===== config.mk =====
export PLATFORM = sky130hd
export DESIGN_NAME = gps_nmea_binary_deframer_core
export DESIGN_NICKNAME = d
export VERILOG_FILES = /design/src/design/gnbd_pkg.sv /design/src/design/gps_nmea_binary_deframer_core.sv /design/src/design/gnbd_fsm.sv
export SDC_FILE = /design/constraint.sdc
export NUM_CORES = 1
export LEC_CHECK = 0
export ABC_AREA = 1
export BUFFER_PORTS_ARGS = -buffer_cell sky130_fd_sc_hd__buf_2
export CORE_MARGIN = 4
export CORE_UTILIZATION = 40
export DETAILED_ROUTE_END_ITERATION = 7
export GPL_TIMING_DRIVEN = 0
export PLACE_DENSITY = 0.66
export SLEW_MARGIN = 20
export SYNTH_ARGS = -nofsm -noshare
export SYNTH_HDL_FRONTEND = slang
export SYNTH_SLANG_ARGS = --single-unit

===== constraint.sdc =====
create_clock -name clk -period 3.3 [get_ports clk]
set_clock_uncertainty 0.2 [all_clocks]
set_input_delay 0.66 -clock clk [delete_from_list [all_inputs] [get_ports clk]]
set_output_delay 0.66 -clock clk [all_outputs]
set_load 0.005 [all_outputs]

===== src/design/gnbd_pkg.sv =====
`timescale 1ns / 1ps

package gnbd_pkg;

    localparam int unsigned BYTE_W  = 8;
    localparam int unsigned LIMIT_W = 10;
    localparam int unsigned COUNT_W = 10;
    localparam int unsigned REM_W   = 11;
    localparam int unsigned MODE_W  = 3;
    localparam int unsigned CFG_IDX_W = 3;
    localparam int unsigned CFG_DATA_W = 10;

    localparam logic [MODE_W-1:0] MODE_HUNT  = 3'd0;
    localparam logic [MODE_W-1:0] MODE_SYNC1 = 3'd1;
    localparam logic [MODE_W-1:0] MODE_LENHI = 3'd2;
    localparam logic [MODE_W-1:0] MODE_LENLO = 3'd3;
    localparam logic [MODE_W-1:0] MODE_DATA  = 3'd4;
    localparam logic [MODE_W-1:0] MODE_TEXT  = 3'd5;

    localparam logic KIND_TEXT = 1'b0;
    localparam logic KIND_BIN  = 1'b1;

    localparam logic [1:0] ST_INSIDE = 2'd0;
    localparam logic [1:0] ST_DONE   = 2'd1;
    localparam logic [1:0] ST_ABORT  = 2'd2;

    localparam logic [CFG_IDX_W-1:0] CFG_TEXT_START  = 3'd0;
    localparam logic [CFG_IDX_W-1:0] CFG_SYNC_FIRST  = 3'd1;
    localparam logic [CFG_IDX_W-1:0] CFG_SYNC_SECOND = 3'd2;
    localparam logic [CFG_IDX_W-1:0] CFG_END_FIRST   = 3'd3;
    localparam logic [CFG_IDX_W-1:0] CFG_END_SECOND  = 3'd4;
    localparam logic [CFG_IDX_W-1:0] CFG_FRAME_LIMIT = 3'd5;

    localparam logic [BYTE_W-1:0]  RST_TEXT_START  = 8'd36;
    localparam logic [BYTE_W-1:0]  RST_SYNC_FIRST  = 8'd160;
    localparam logic [BYTE_W-1:0]  RST_SYNC_SECOND = 8'd161;
    localparam logic [BYTE_W-1:0]  RST_END_FIRST   = 8'd13;
    localparam logic [BYTE_W-1:0]  RST_END_SECOND  = 8'd10;
    localparam logic [LIMIT_W-1:0] RST_FRAME_LIMIT = 10'd234;

    // trailer: checksum plus two end bytes
    localparam logic [REM_W-1:0] BIN_TRAILER = 11'd3;

    typedef struct packed {
        logic [BYTE_W-1:0]  text_start_byte;
        logic [BYTE_W-1:0]  sync_first_byte;
        logic [BYTE_W-1:0]  sync_second_byte;
        logic [BYTE_W-1:0]  end_first_byte;
        logic [BYTE_W-1:0]  end_second_byte;
        logic [LIMIT_W-1:0] frame_limit;
    } cfg_t;

    typedef struct packed {
        logic              valid;
        logic [BYTE_W-1:0] data_byte;
        logic              frame_kind;
        logic [1:0]        frame_status;
        logic              frame_end;
    } result_t;

endpackage


===== src/design/gps_nmea_binary_deframer_core.sv =====
`timescale 1ns / 1ps
// Each result is registered into the output register, or the skid entry on a stall.
// Throughput: one byte per cycle unless in_stall; the parse state updates once per byte.
// Output register plus one skid entry; in_stall is high only while the skid entry is full.
// Reset: registers to defaults ($, A0, A1, CR, LF, limit 234), parser hunting, outputs empty.

module gps_nmea_binary_deframer_core
    import gnbd_pkg::*;
(
    input  logic                  clk,
    input  logic                  rst_n,
    input  logic                  cfg_write,
    input  logic [CFG_IDX_W-1:0]  cfg_index,
    input  logic [CFG_DATA_W-1:0] cfg_data,
    input  logic                  in_valid,
    output logic                  in_stall,
    input  logic [BYTE_W-1:0]     rx_byte,
    output logic                  out_valid,
    input  logic                  out_stall,
    output logic [BYTE_W-1:0]     data_byte,
    output logic                  frame_kind,
    output logic [1:0]            frame_status,
    output logic                  frame_end
);

    cfg_t    cfg_reg;
    result_t res;
    result_t out_reg;
    result_t skid_reg;
    logic    out_valid_reg;
    logic    skid_valid_reg;
    logic    accept;
    logic    out_take;

    assign in_stall = skid_valid_reg;
    assign accept   = in_valid && !skid_valid_reg;
    assign out_take = out_valid_reg && !out_stall;

    always_ff @(posedge clk or negedge rst_n)
    begin
        if (!rst_n)
        begin
            cfg_reg.text_start_byte  <= RST_TEXT_START;
            cfg_reg.sync_first_byte  <= RST_SYNC_FIRST;
            cfg_reg.sync_second_byte <= RST_SYNC_SECOND;
            cfg_reg.end_first_byte   <= RST_END_FIRST;
            cfg_reg.end_second_byte  <= RST_END_SECOND;
            cfg_reg.frame_limit      <= RST_FRAME_LIMIT;
        end
        else if (cfg_write)
        begin
            unique case (cfg_index)
                CFG_TEXT_START:  cfg_reg.text_start_byte  <= cfg_data[BYTE_W-1:0];
                CFG_SYNC_FIRST:  cfg_reg.sync_first_byte  <= cfg_data[BYTE_W-1:0];
                CFG_SYNC_SECOND: cfg_reg.sync_second_byte <= cfg_data[BYTE_W-1:0];
                CFG_END_FIRST:   cfg_reg.end_first_byte   <= cfg_data[BYTE_W-1:0];
                CFG_END_SECOND:  cfg_reg.end_second_byte  <= cfg_data[BYTE_W-1:0];
                CFG_FRAME_LIMIT: cfg_reg.frame_limit      <= cfg_data[LIMIT_W-1:0];
                default:         ;
            endcase
        end
    end

    gnbd_fsm u_fsm
    (
        .clk     (clk),
        .rst_n   (rst_n),
        .accept  (accept),
        .rx_byte (rx_byte),
        .cfg     (cfg_reg),
        .res     (res)
    );

    always_ff @(posedge clk or negedge rst_n)
    begin
        if (!rst_n)
        begin
            out_valid_reg  <= 1'b0;
            skid_valid_reg <= 1'b0;
        end
        else if (skid_valid_reg)
        begin
            if (out_take)
            begin
                skid_valid_reg <= 1'b0;
            end
        end
        else if (accept && res.valid)
        begin
            if (out_valid_reg && !out_take)
            begin
                skid_valid_reg <= 1'b1;
            end
            else
            begin
                out_valid_reg <= 1'b1;
            end
        end
        else if (out_take)
        begin
            out_valid_reg <= 1'b0;
        end
    end

    always_ff @(posedge clk)
    begin
        if (skid_valid_reg)
        begin
            if (out_take)
            begin
                out_reg <= skid_reg;
            end
        end
        else if (accept && res.valid)
        begin
            if (out_valid_reg && !out_take)
            begin
                skid_reg <= res;
            end
            else
            begin
                out_reg <= res;
            end
        end
    end

    assign out_valid    = out_valid_reg;
    assign data_byte    = out_reg.data_byte;
    assign frame_kind   = out_reg.frame_kind;
    assign frame_status = out_reg.frame_status;
    assign frame_end    = out_reg.frame_end;

    a_skid_behind_out: assert property (@(posedge clk) disable iff (!rst_n)
        skid_valid_reg |-> out_valid_reg)
        else $error("skid entry held while output register empty");

    a_skid_drains: assert property (@(posedge clk) disable iff (!rst_n)
        skid_valid_reg && !out_stall |=> !skid_valid_reg && out_valid_reg)
        else $error("skid entry not moved to output on transfer");

    a_out_holds: assert property (@(posedge clk) disable iff (!rst_n)
        out_valid_reg && out_stall |=> out_valid_reg)
        else $error("stalled result dropped");

endmodule


===== src/design/gnbd_fsm.sv =====
`timescale 1ns / 1ps

module gnbd_fsm
    import gnbd_pkg::*;
(
    input  logic              clk,
    input  logic              rst_n,
    input  logic              accept,
    input  logic [BYTE_W-1:0] rx_byte,
    input  cfg_t              cfg,
    output result_t           res
);

    logic [MODE_W-1:0]  mode_reg, mode_next;
    logic [COUNT_W-1:0] byte_count_reg, byte_count_next;
    logic [BYTE_W-1:0]  len_hi_reg, len_hi_next;
    logic [BYTE_W-1:0]  prev_byte_reg, prev_byte_next;
    logic [REM_W-1:0]   rem_reg, rem_next;

    logic [15:0]        len_word;
    logic [REM_W-1:0]   rem_dec;
    logic               text_done;

    assign len_word    = {len_hi_reg, rx_byte};
    assign rem_dec     = (rem_reg != '0) ? rem_reg - 1'b1 : rem_reg;
    assign text_done   = (rx_byte == cfg.end_second_byte) && (byte_count_reg != '0)
                         && (prev_byte_reg == cfg.end_first_byte);

    always_comb
    begin
        mode_next       = mode_reg;
        byte_count_next = byte_count_reg;
        len_hi_next     = len_hi_reg;
        prev_byte_next  = prev_byte_reg;
        rem_next        = rem_reg;
        res.valid        = 1'b1;
        res.data_byte    = rx_byte;
        res.frame_kind   = KIND_BIN;
        res.frame_status = ST_INSIDE;
        res.frame_end    = 1'b0;
        unique case (mode_reg)
            MODE_SYNC1:
            begin
                if (rx_byte == cfg.sync_second_byte)
                begin
                    mode_next = MODE_LENHI;
                end
                else
                begin
                    mode_next        = MODE_HUNT;
                    res.frame_status = ST_ABORT;
                    res.frame_end    = 1'b1;
                end
            end
            MODE_LENHI:
            begin
                len_hi_next = rx_byte;
                mode_next   = MODE_LENLO;
            end
            MODE_LENLO:
            begin
                if (len_word > {6'd0, cfg.frame_limit})
                begin
                    mode_next        = MODE_HUNT;
                    res.frame_status = ST_ABORT;
                    res.frame_end    = 1'b1;
                end
                else
                begin
                    rem_next  = len_word[REM_W-1:0] + BIN_TRAILER;
                    mode_next = MODE_DATA;
                end
            end
            MODE_DATA:
            begin
                rem_next = rem_dec;
                if (rem_dec == '0)
                begin
                    mode_next        = MODE_HUNT;
                    res.frame_status = ST_DONE;
                    res.frame_end    = 1'b1;
                end
            end
            MODE_TEXT:
            begin
                res.frame_kind = KIND_TEXT;
                if (byte_count_reg >= cfg.frame_limit)
                begin
                    mode_next        = MODE_HUNT;
                    res.frame_status = ST_ABORT;
                    res.frame_end    = 1'b1;
                end
                else
                begin
                    byte_count_next = byte_count_reg + 1'b1;
                    prev_byte_next  = rx_byte;
                    if (text_done)
                    begin
                        mode_next        = MODE_HUNT;
                        res.frame_status = ST_DONE;
                        res.frame_end    = 1'b1;
                    end
                end
            end
            default:
            begin
                mode_next       = MODE_HUNT;
                byte_count_next = '0;
                len_hi_next     = '0;
                if (rx_byte == cfg.text_start_byte)
                begin
                    mode_next       = MODE_TEXT;
                    byte_count_next = COUNT_W'(1);
                    prev_byte_next  = rx_byte;
                    res.frame_kind  = KIND_TEXT;
                end
                else if (rx_byte == cfg.sync_first_byte)
                begin
                    mode_next = MODE_SYNC1;
                end
                else
                begin
                    res.valid = 1'b0;
                end
            end
        endcase
    end

    always_ff @(posedge clk or negedge rst_n)
    begin
        if (!rst_n)
        begin
            mode_reg       <= MODE_HUNT;
            byte_count_reg <= '0;
            len_hi_reg     <= '0;
            prev_byte_reg  <= '0;
            rem_reg        <= '0;
        end
        else if (accept)
        begin
            mode_reg       <= mode_next;
            byte_count_reg <= byte_count_next;
            len_hi_reg     <= len_hi_next;
            prev_byte_reg  <= prev_byte_next;
            rem_reg        <= rem_next;
        end
    end

    a_data_rem_live: assert property (@(posedge clk) disable iff (!rst_n)
        mode_reg == MODE_DATA |-> rem_reg != '0)
        else $error("binary frame in progress with nothing remaining");

    a_text_count_live: assert property (@(posedge clk) disable iff (!rst_n)
        mode_reg == MODE_TEXT |-> byte_count_reg != '0)
        else $error("text sentence in progress with zero byte count");

    a_end_to_hunt: assert property (@(posedge clk) disable iff (!rst_n)
        accept && res.valid && res.frame_end |=> mode_reg == MODE_HUNT)
        else $error("frame closed but parser not hunting");

    a_last_bin_byte: assert property (@(posedge clk) disable iff (!rst_n)
        accept && mode_reg == MODE_DATA && rem_reg == REM_W'(1)
        |-> res.frame_status == ST_DONE && res.frame_end)
        else $error("last binary byte not marked done");

endmodule


# After elaboration in Yosys (flattened, before gate mapping)
# Index checks and enable logic that the tools add are counted.
# Widths: inputs -> output; s select.
totals:
  ramBits: 0
  mem_count: 0
  reg_bits: 116
  mem_bits_ro: 0
  latch_bits: 0
  inputBits: 26
  out_inout_bits: 14
classes:
  n_bitwise: 3
  n_div: 0
  muxes: 40
  add_sub_neg: 3
  n_eq_ne: 22
  shift: 0
  mul: 0
  n_lt_le_gt_ge: 2
  reduce_logical: 34
op_table:
  columns: ["cell", "n"]
  rows:
  - ["$mux 12", 4]
  - ["$eq 8x8->1", 5]
  - ["$pmux 8 s2", 2]
  - ["$mux 3", 8]
  - ["$mux 11", 2]
  - ["$pmux 11 s2", 1]
  - ["$pmux 10 s2", 1]
  - ["$reduce_and 3->1", 6]
  - ["$gt 16x10->1", 1]
  - ["$mux 8", 2]
  - ["$pmux 3 s5", 1]
  - ["$reduce_and 2->1", 7]
  - ["$mux 1", 13]
  - ["$eq 3x2->1 const B", 4]
  - ["$eq 3x3->1 const B", 4]
  - ["$pmux 3 s4", 1]
  - ["$add 11x2->11 const B", 1]
  - ["$logic_not 11->1", 1]
  - ["$reduce_bool 11->1", 1]
  - ["$sub 11x1->11 const B", 1]
  - ["$add 10x1->10 const B", 1]
  - ["$ge 10x10->1", 1]
  - ["$mux 10", 1]
  - ["$reduce_bool 10->1", 1]
  - ["other kinds (14)", 34]

# Logic depth before layout (Yosys ltp)
# Gate-level depths: netlist of the first run.
depth:
  ltp_word: 9
  ltp_mapped: 19
  depth_no_buf: 17

# Modules after synthesis
# A second synthesis of the first run with hierarchy kept.
unflattened:
  cells_unflattened: 840
  hier_area_um2: 6678.9
by_module_without_submodules:
  columns: ["module", "cells_per_inst", "seq_area_each_um2", "area_per_inst_um2", "instances"]
  rows:
  - ["gnbd_fsm", 539, 1001.0, 3678.5, 1]
  - ["gps_nmea_binary_deframer_core", 301, 2043.2, 3000.4, 1]

# Worst setup path before layout of the first run
# Ideal clock, no wire load.
synth_path:
  path_kind: "input to register"
  startpoint: "in rx_byte[0]"
  endpoint: "reg out_reg (netlist bit data_byte[0]) (enable)"
  t_required_ns: 2.720
  arrival_ns: 2.043
  setup_slack_ns: 0.677
  stages: 10
  cell_sequence: "buf_2 -> xnor2_1 -> nand2_1 -> nor2_1 -> nand2_1 -> o21ai_0 -> o21ai_0 -> inv_1 -> a21oi_1 -> nor2_1"
synth_between:
  elab_chain_cells: 7
  word_cells_on_any_way: 8
  cone_classes: "eq/ne (2); mux (3); reduce/logical (3)"
synth_lines:
  columns: ["element", "line", "source"]
  rows:
  - ["from (decl)", "gps_nmea_binary_deframer_core.sv:17", "input logic [BYTE_W-1:0] rx_byte,"]
  - ["$eq 8x8->1", "gnbd_fsm.sv:117", "else if (rx_byte == cfg.sync_first_byte)"]
  - ["$mux 1", "gnbd_fsm.sv:117", null]
  - ["$mux 1 (*)", "gnbd_fsm.sv:110", "if (rx_byte == cfg.text_start_byte)"]
  - ["$mux 1 (*)", "gnbd_fsm.sv:41", "unique case (mode_reg)"]
  - ["$logic_and 1x1->1 (*)", "gps_nmea_binary_deframer_core.sv:114", "else if (accept && res.valid)"]
  - ["$reduce_bool 2->1 (no line) (*)", null, null]
  - ["$reduce_and 3->1 (no line) (*)", null, null]
  - ["to (signal assigned)", "gps_nmea_binary_deframer_core.sv:111", "out_reg <= skid_reg;"]
  - ["to (signal assigned)", "gps_nmea_binary_deframer_core.sv:122", "out_reg <= res;"]
  - ["to (decl)", "gps_nmea_binary_deframer_core.sv:28", "result_t out_reg;"]
# Every way passes the cells marked *; elsewhere a longest branch is shown, timed or not.
# A chain may end at the register's enable or synchronous reset.

# Worst setup path in the final report of the first run
layout_path:
  startpoint: "in rx_byte[6]"
  endpoint: "reg out_reg (netlist bit data_byte[6]) (enable)"
# Same word-level chain as after synthesis.

==> results of run 1 <==
## layer usage
layer / vias up / wire, µm / track usage / share of wire
met3: 29 / 820 / 0.0428 / 0.051
met4: 0 / 457 / 0.0865 / 0.028
met1: 2417 / 7480 / 0.250 / 0.47
li1: 2633 / - / - / -
met5: - / 0 / 0 / 0
met2: 107 / 7320 / 0.292 / 0.46
## final cells by class
| cell class | instances | area share |
|---|---|---|
| multi-input cells | 547 | 0.391 |
| flip-flops and latches | 116 | 0.406 |
| clock buffers | 25 | 0.0688 |
| repair buffers | 41 | 0.0318 |
| clock inverters | 7 | 0.00900 |
| inverters | 81 | 0.0405 |
| well taps | 216 | 0.0360 |
| plain buffers | 26 | 0.0173 |
## logic make-up (layout without fill, tap and decap cells)
| group | after synthesis | count (layout) | synth area share |
|---|---|---|---|
| simple gates | 332 | 332 | 0.221 |
| compound gates | 141 | 141 | 0.121 |
| fa+ha+maj | 24 | 24 | 0.0468 |
| xor+xnor | 50 | 50 | 0.0683 |
| flops | 116 | 116 | 0.475 |
| buf+inv | 107 | 180 | 0.0677 |
## Yosys cell counts, types with 4 or more instances
library cell | number | area, µm²
nor3_1 | 6 | 30.0
xnor2_1 | 33 | 289
or2_2 | 4 | 25.0
ha_1 | 24 | 300
inv_1 | 78 | 293
nand2_2 | 6 | 37.5
edfxtp_1 | 24 | 721
o21ai_2 | 7 | 61.3
o21ai_0 | 92 | 460
o21a_1 | 4 | 30.0
nand2_1 | 190 | 713
xor2_1 | 17 | 149
a21oi_1 | 25 | 125
nor2_1 | 64 | 240
o31ai_1 | 4 | 30.0
nand4_1 | 14 | 87.6
dfrtp_1 | 75 | 1880
dfstp_2 | 17 | 447
nand3_1 | 37 | 185
buf_2 | 11 | 55.1
clkbuf_1 | 12 | 45.0
a31oi_1 | 4 | 25.0
## through the flow
step                      power, W  instance area, µm²  hold WS [ns]  setup TNS, ns   util
after detailed placement   0.00249                6910         0.285         -0.990  0.438
after global routing       0.00450                7510         0.236              0  0.476
after CTS                  0.00431                7510         0.226              0  0.476
after global placement     0.00247                6880         0.269          -5.07  0.436
final                      0.00429                7510         0.244              0  0.476
after floorplan            0.00228                6410         0.164              0      -
## worst paths after layout
kind,cells after the start,slack [ns],to,from
setup / recovery,11,0.33,data_byte[6],rx_byte[6]
hold / removal,1,0.24,skid_reg[4],rx_byte[0]
setup reg to reg,9,0.55,data_byte[6],cfg_reg[44]
hold reg to reg,2,0.29,cfg_reg[7],cfg_reg[7]
max in group asynchronous,3,1.73,cfg_reg[41],rst_n
min in group asynchronous,2,0.51,u_fsm.rem_reg[3],rst_n
## report_power, final
group | internal, W | switching [W] | total [W] | leakage, nW
logic | 0.000282 | 0.000414 | 0.000697 | 1.83
registers | 0.00166 | 0.000117 | 0.00177 | 1.36
clock network | 0.00116 | 0.000660 | 0.00182 | 0.289
## timing repair
item	4_1_cts	5_1_grt
hold buffers	1	0
setup buffers	0	0
endpoints found under the hold margin	34	0
## worst max-delay path, cell delays in order
cell and delay [ns]:
buf_2 0.16, buf_2 0.32, xnor2_1 0.16, nand2_1 0.07, nor2_1 0.08, nand2_1 0.17
o21ai_0 0.22, o21ai_0 0.18, inv_1 0.11, a21oi_1 0.07, nor2_2 0.60
==> metrics.cfg, run 1 <==
[floorplanning]
dieArea_mm2=0.0181
ios=40
core_area_mm2=0.0158
start_util=0.406
core.rowCount=46
die-height_um=135
die_x_um=135

[clock_network]
cts_tree=yes
cts_buffers=17
clock-root-buffer=clkbuf_16
path_clk_slew_ns=0.05
clock_sinks=116
htree_levels=4
cts_resized=0
cts_buffer_depth=2
worstSkewPairLatency_ns=0.42

[setup_path]
worstPathRequired_ns=3.15
critPathLaunchType=input pin
cp_max_fo=12
path_class=input pin to flip-flop
cp_data_arrival_time_ns=2.82
critPathCaptureType=flip-flop

[route]
drtPass1Iterations=5
first_iter_violations=304
drt-vias-per-instance=4.90
detail_route.wl_per_cell_um=15.2
drcViolationCount=0
postRouteAntennaNets=0
routed_wl_um=16100
num_vias=5186

[min_path]
hold_class=input pin to flip-flop

[synth]
synth_area_per_cell_um2=8.32
synthArstFlopShare=0.793
synth_ff_type=dfrtp_1
synth-edff-count=24
synth.distinct_cells=36
ys_seq_area_frac=0.475
synth_area_mm2=0.00641
ys_warn_count=0
ys_ff_latch=116
syn_nets=820
syn_inst=770

[cells_and_area]
fillers=1585
drive_gt1_frac=0.154
final_common_cell=nand2_1
largest_register_ffs=50
syn2layout_area_growth_pct=17.1
finalNetCount=880
stdcell_count=1059
num_antenna_cells=0
regArea_mm2=0.00304
final_cell_mix=nand2_1, o21ai_0, inv_1, dfrtp_1, nor2_1
multi_input_area_mm2=0.00293

[placed_design]
place_hpwl_um=11600
pre_cts_slack_ns=-0.0843
gp_congestion=0.855
dp.cells=1026
io_buffers=39

[global_route]
grt_use_total=0.188
antenna_found_initial=0
grt_max_degree=59
gr-total-overflow=0
first_global_vias=5137
grt_pass1_wl_um=26100

[sta]
drv_slew=0
setup_violations=0
worstMarginPinSlew_ns=0.722
rsz0062_at_grt=false
fin_crit_sh=0.900
layout_setup_ws_ns=0.331
final_hold_viol_count=0
fin_crit_ns=2.97
fmax_mhz=337
max_slew_margin=0.518

[power]
max-vdd-ir-drop_v=0.000385
power.density_mw_per_mm2=571
leakage_nw=3.48

[flow_run]
maxCapViolCount=0

[outcome]
status=complete, no violations

No activity file was read; power rests on OpenSTA's default activity.
==> inputs of run 2 (changes only) <==
RECOVER_POWER = 100   (was not set)
==> metrics.cfg, run 2 (synthesis gave the netlist of run 1 again) <==
[outcome]
status=finished, violations left
violations=max-capacitance violations, max-slew violations

[cells_and_area]
drive_gt1_frac=0.115
fillers=1605
largest_register_ffs=50
num_antenna_cells=0
final_cell_mix=nand2_1, o21ai_0, inv_1, dfrtp_1, nor2_1
final_common_cell=nand2_1
finalNetCount=880
syn2layout_area_growth_pct=15.8
postLayoutCoreUtil=0.471
stdcell_count=1059

[setup_path]
max_stage_delay_ns=0.60
critPathLaunchType=input pin
ff2ff_path_depth=13
crit_slowest_cell=nor2_2
cp_max_fo=12
worstPathRequired_ns=3.15
cp_data_arrival_time_ns=2.86
path_class=input pin to flip-flop
r2r-end=u_fsm.prev_byte_reg[6]
reg2reg_from=cfg_reg[3]
critPathCaptureType=flip-flop
crit_chain=clkbuf_1, buf_2, xnor2_1, nand2_1, nor2_1, nand2_1, o21ai_0, o21ai_0, inv_1, a21oi_1, nor2_2
rrSetupSlack_ns=0.48

[floorplanning]
core.rowCount=46
die-height_um=135
start_util=0.406
core_area_mm2=0.0158
dieArea_mm2=0.0181
die_x_um=135
ios=40

[global_route]
grt_pass1_wl_um=26100
grt_max_degree=59
gr-total-overflow=0
antenna_found_initial=0
grt_use_total=0.188
first_global_vias=5137

[clock_network]
clock_sinks=116
cts_buffers=17
path_clk_slew_ns=0.05
postCtsSetupBuffers=0
cts_buffer_depth=2
htree_levels=4
clock-root-buffer=clkbuf_16
worstSkewPairLatency_ns=0.42
cts_resized=0
ctsHoldBuffers=1
cts_tree=yes

[route]
drtPass1Iterations=5
first_iter_violations=279
postRouteAntennaNets=0
num_vias=5172
drt-vias-per-instance=4.88
detail_route.wl_per_cell_um=15.2
routed_wl_um=16100
drcViolationCount=0

[power]
power_w=0.00427
power.density_mw_per_mm2=576
max-vdd-ir-drop_v=0.000385
leakage_nw=3.42

[sta]
worstMarginPinSlew_ns=1.84
rsz0062_at_grt=false
drv_slew=35
fmax_mhz=332
fin_crit_ns=3.02
setup_violations=0
layout_setup_ws_ns=0.284
fin_crit_sh=0.914
final_hold_viol_count=0
max_slew_margin=-0.225

[placed_design]
pre_cts_slack_ns=-0.0843
dp.cells=1026
io_buffers=39
place_hpwl_um=11600
gp_congestion=0.855

[min_path]
hold_class=input pin to flip-flop
hold_path.startpoint=rx_byte[0]
holdPathStages=1
hold_end=skid_reg[4]

[flow_run]
maxCapViolCount=1

==> run 2: where the power goes <==
| part | internal, W | switching (W) |
|---|---|---|
| Combinational | 0.000276 | 0.000408 |
| Clock | 0.00116 | 0.000659 |
| Sequential | 0.00166 | 0.000118 |
==> run 2: layer usage <==
layer / track usage / vias up / wire [µm]
li1: - / 2632 / -
met5: 0 / - / 0
met4: 0.0865 / 0 / 424
met1: 0.250 / 2401 / 7570
met2: 0.292 / 110 / 7310
met3: 0.0428 / 29 / 794
==> run 2: worst max path at each step <==
stage	slack (ns)	start	endpoint
after floorplan	0.68	rx_byte[0]	data_byte[0]
after global placement	-0.42	rx_byte[6]	data_byte[2]
after detailed placement	-0.08	rx_byte[6]	data_byte[5]
after CTS	0.32	rx_byte[6]	data_byte[1]
after global routing	0.11	rx_byte[3]	data_byte[6]
final	0.28	rx_byte[3]	data_byte[1]
==> run 2: area by class of cell <==
| type | count | area [µm²] | share of cell area |
|---|---|---|---|
| repair buffers | 41 | 218 | 0.0293 |
| clock inverters | 7 | 67.6 | 0.00910 |
| flip-flops and latches | 116 | 3040 | 0.410 |
| clock buffers | 25 | 517 | 0.0696 |
| plain buffers | 26 | 113 | 0.0152 |
| multi-input cells | 547 | 2890 | 0.389 |
| inverters | 81 | 304 | 0.0410 |
| well taps | 216 | 270 | 0.0364 |
==> run 2: worst max-delay path, delay by kind of cell <==
family	cells	cell delay (ns)
buf+inv	3	0.61
simple gates	4	0.92
xor+xnor	1	0.15
compound gates	3	0.50
==> run 2: stage by stage <==
step | TNS (ns) | hold WS (ns) | instance area [µm²]
final | 0 | 0.273 | 7420
after global routing | 0 | 0.281 | 7420
after CTS | 0 | 0.226 | 7510
after detailed placement | -0.990 | 0.285 | 6910
after global placement | -5.07 | 0.269 | 6880
after floorplan | 0 | 0.164 | 6410
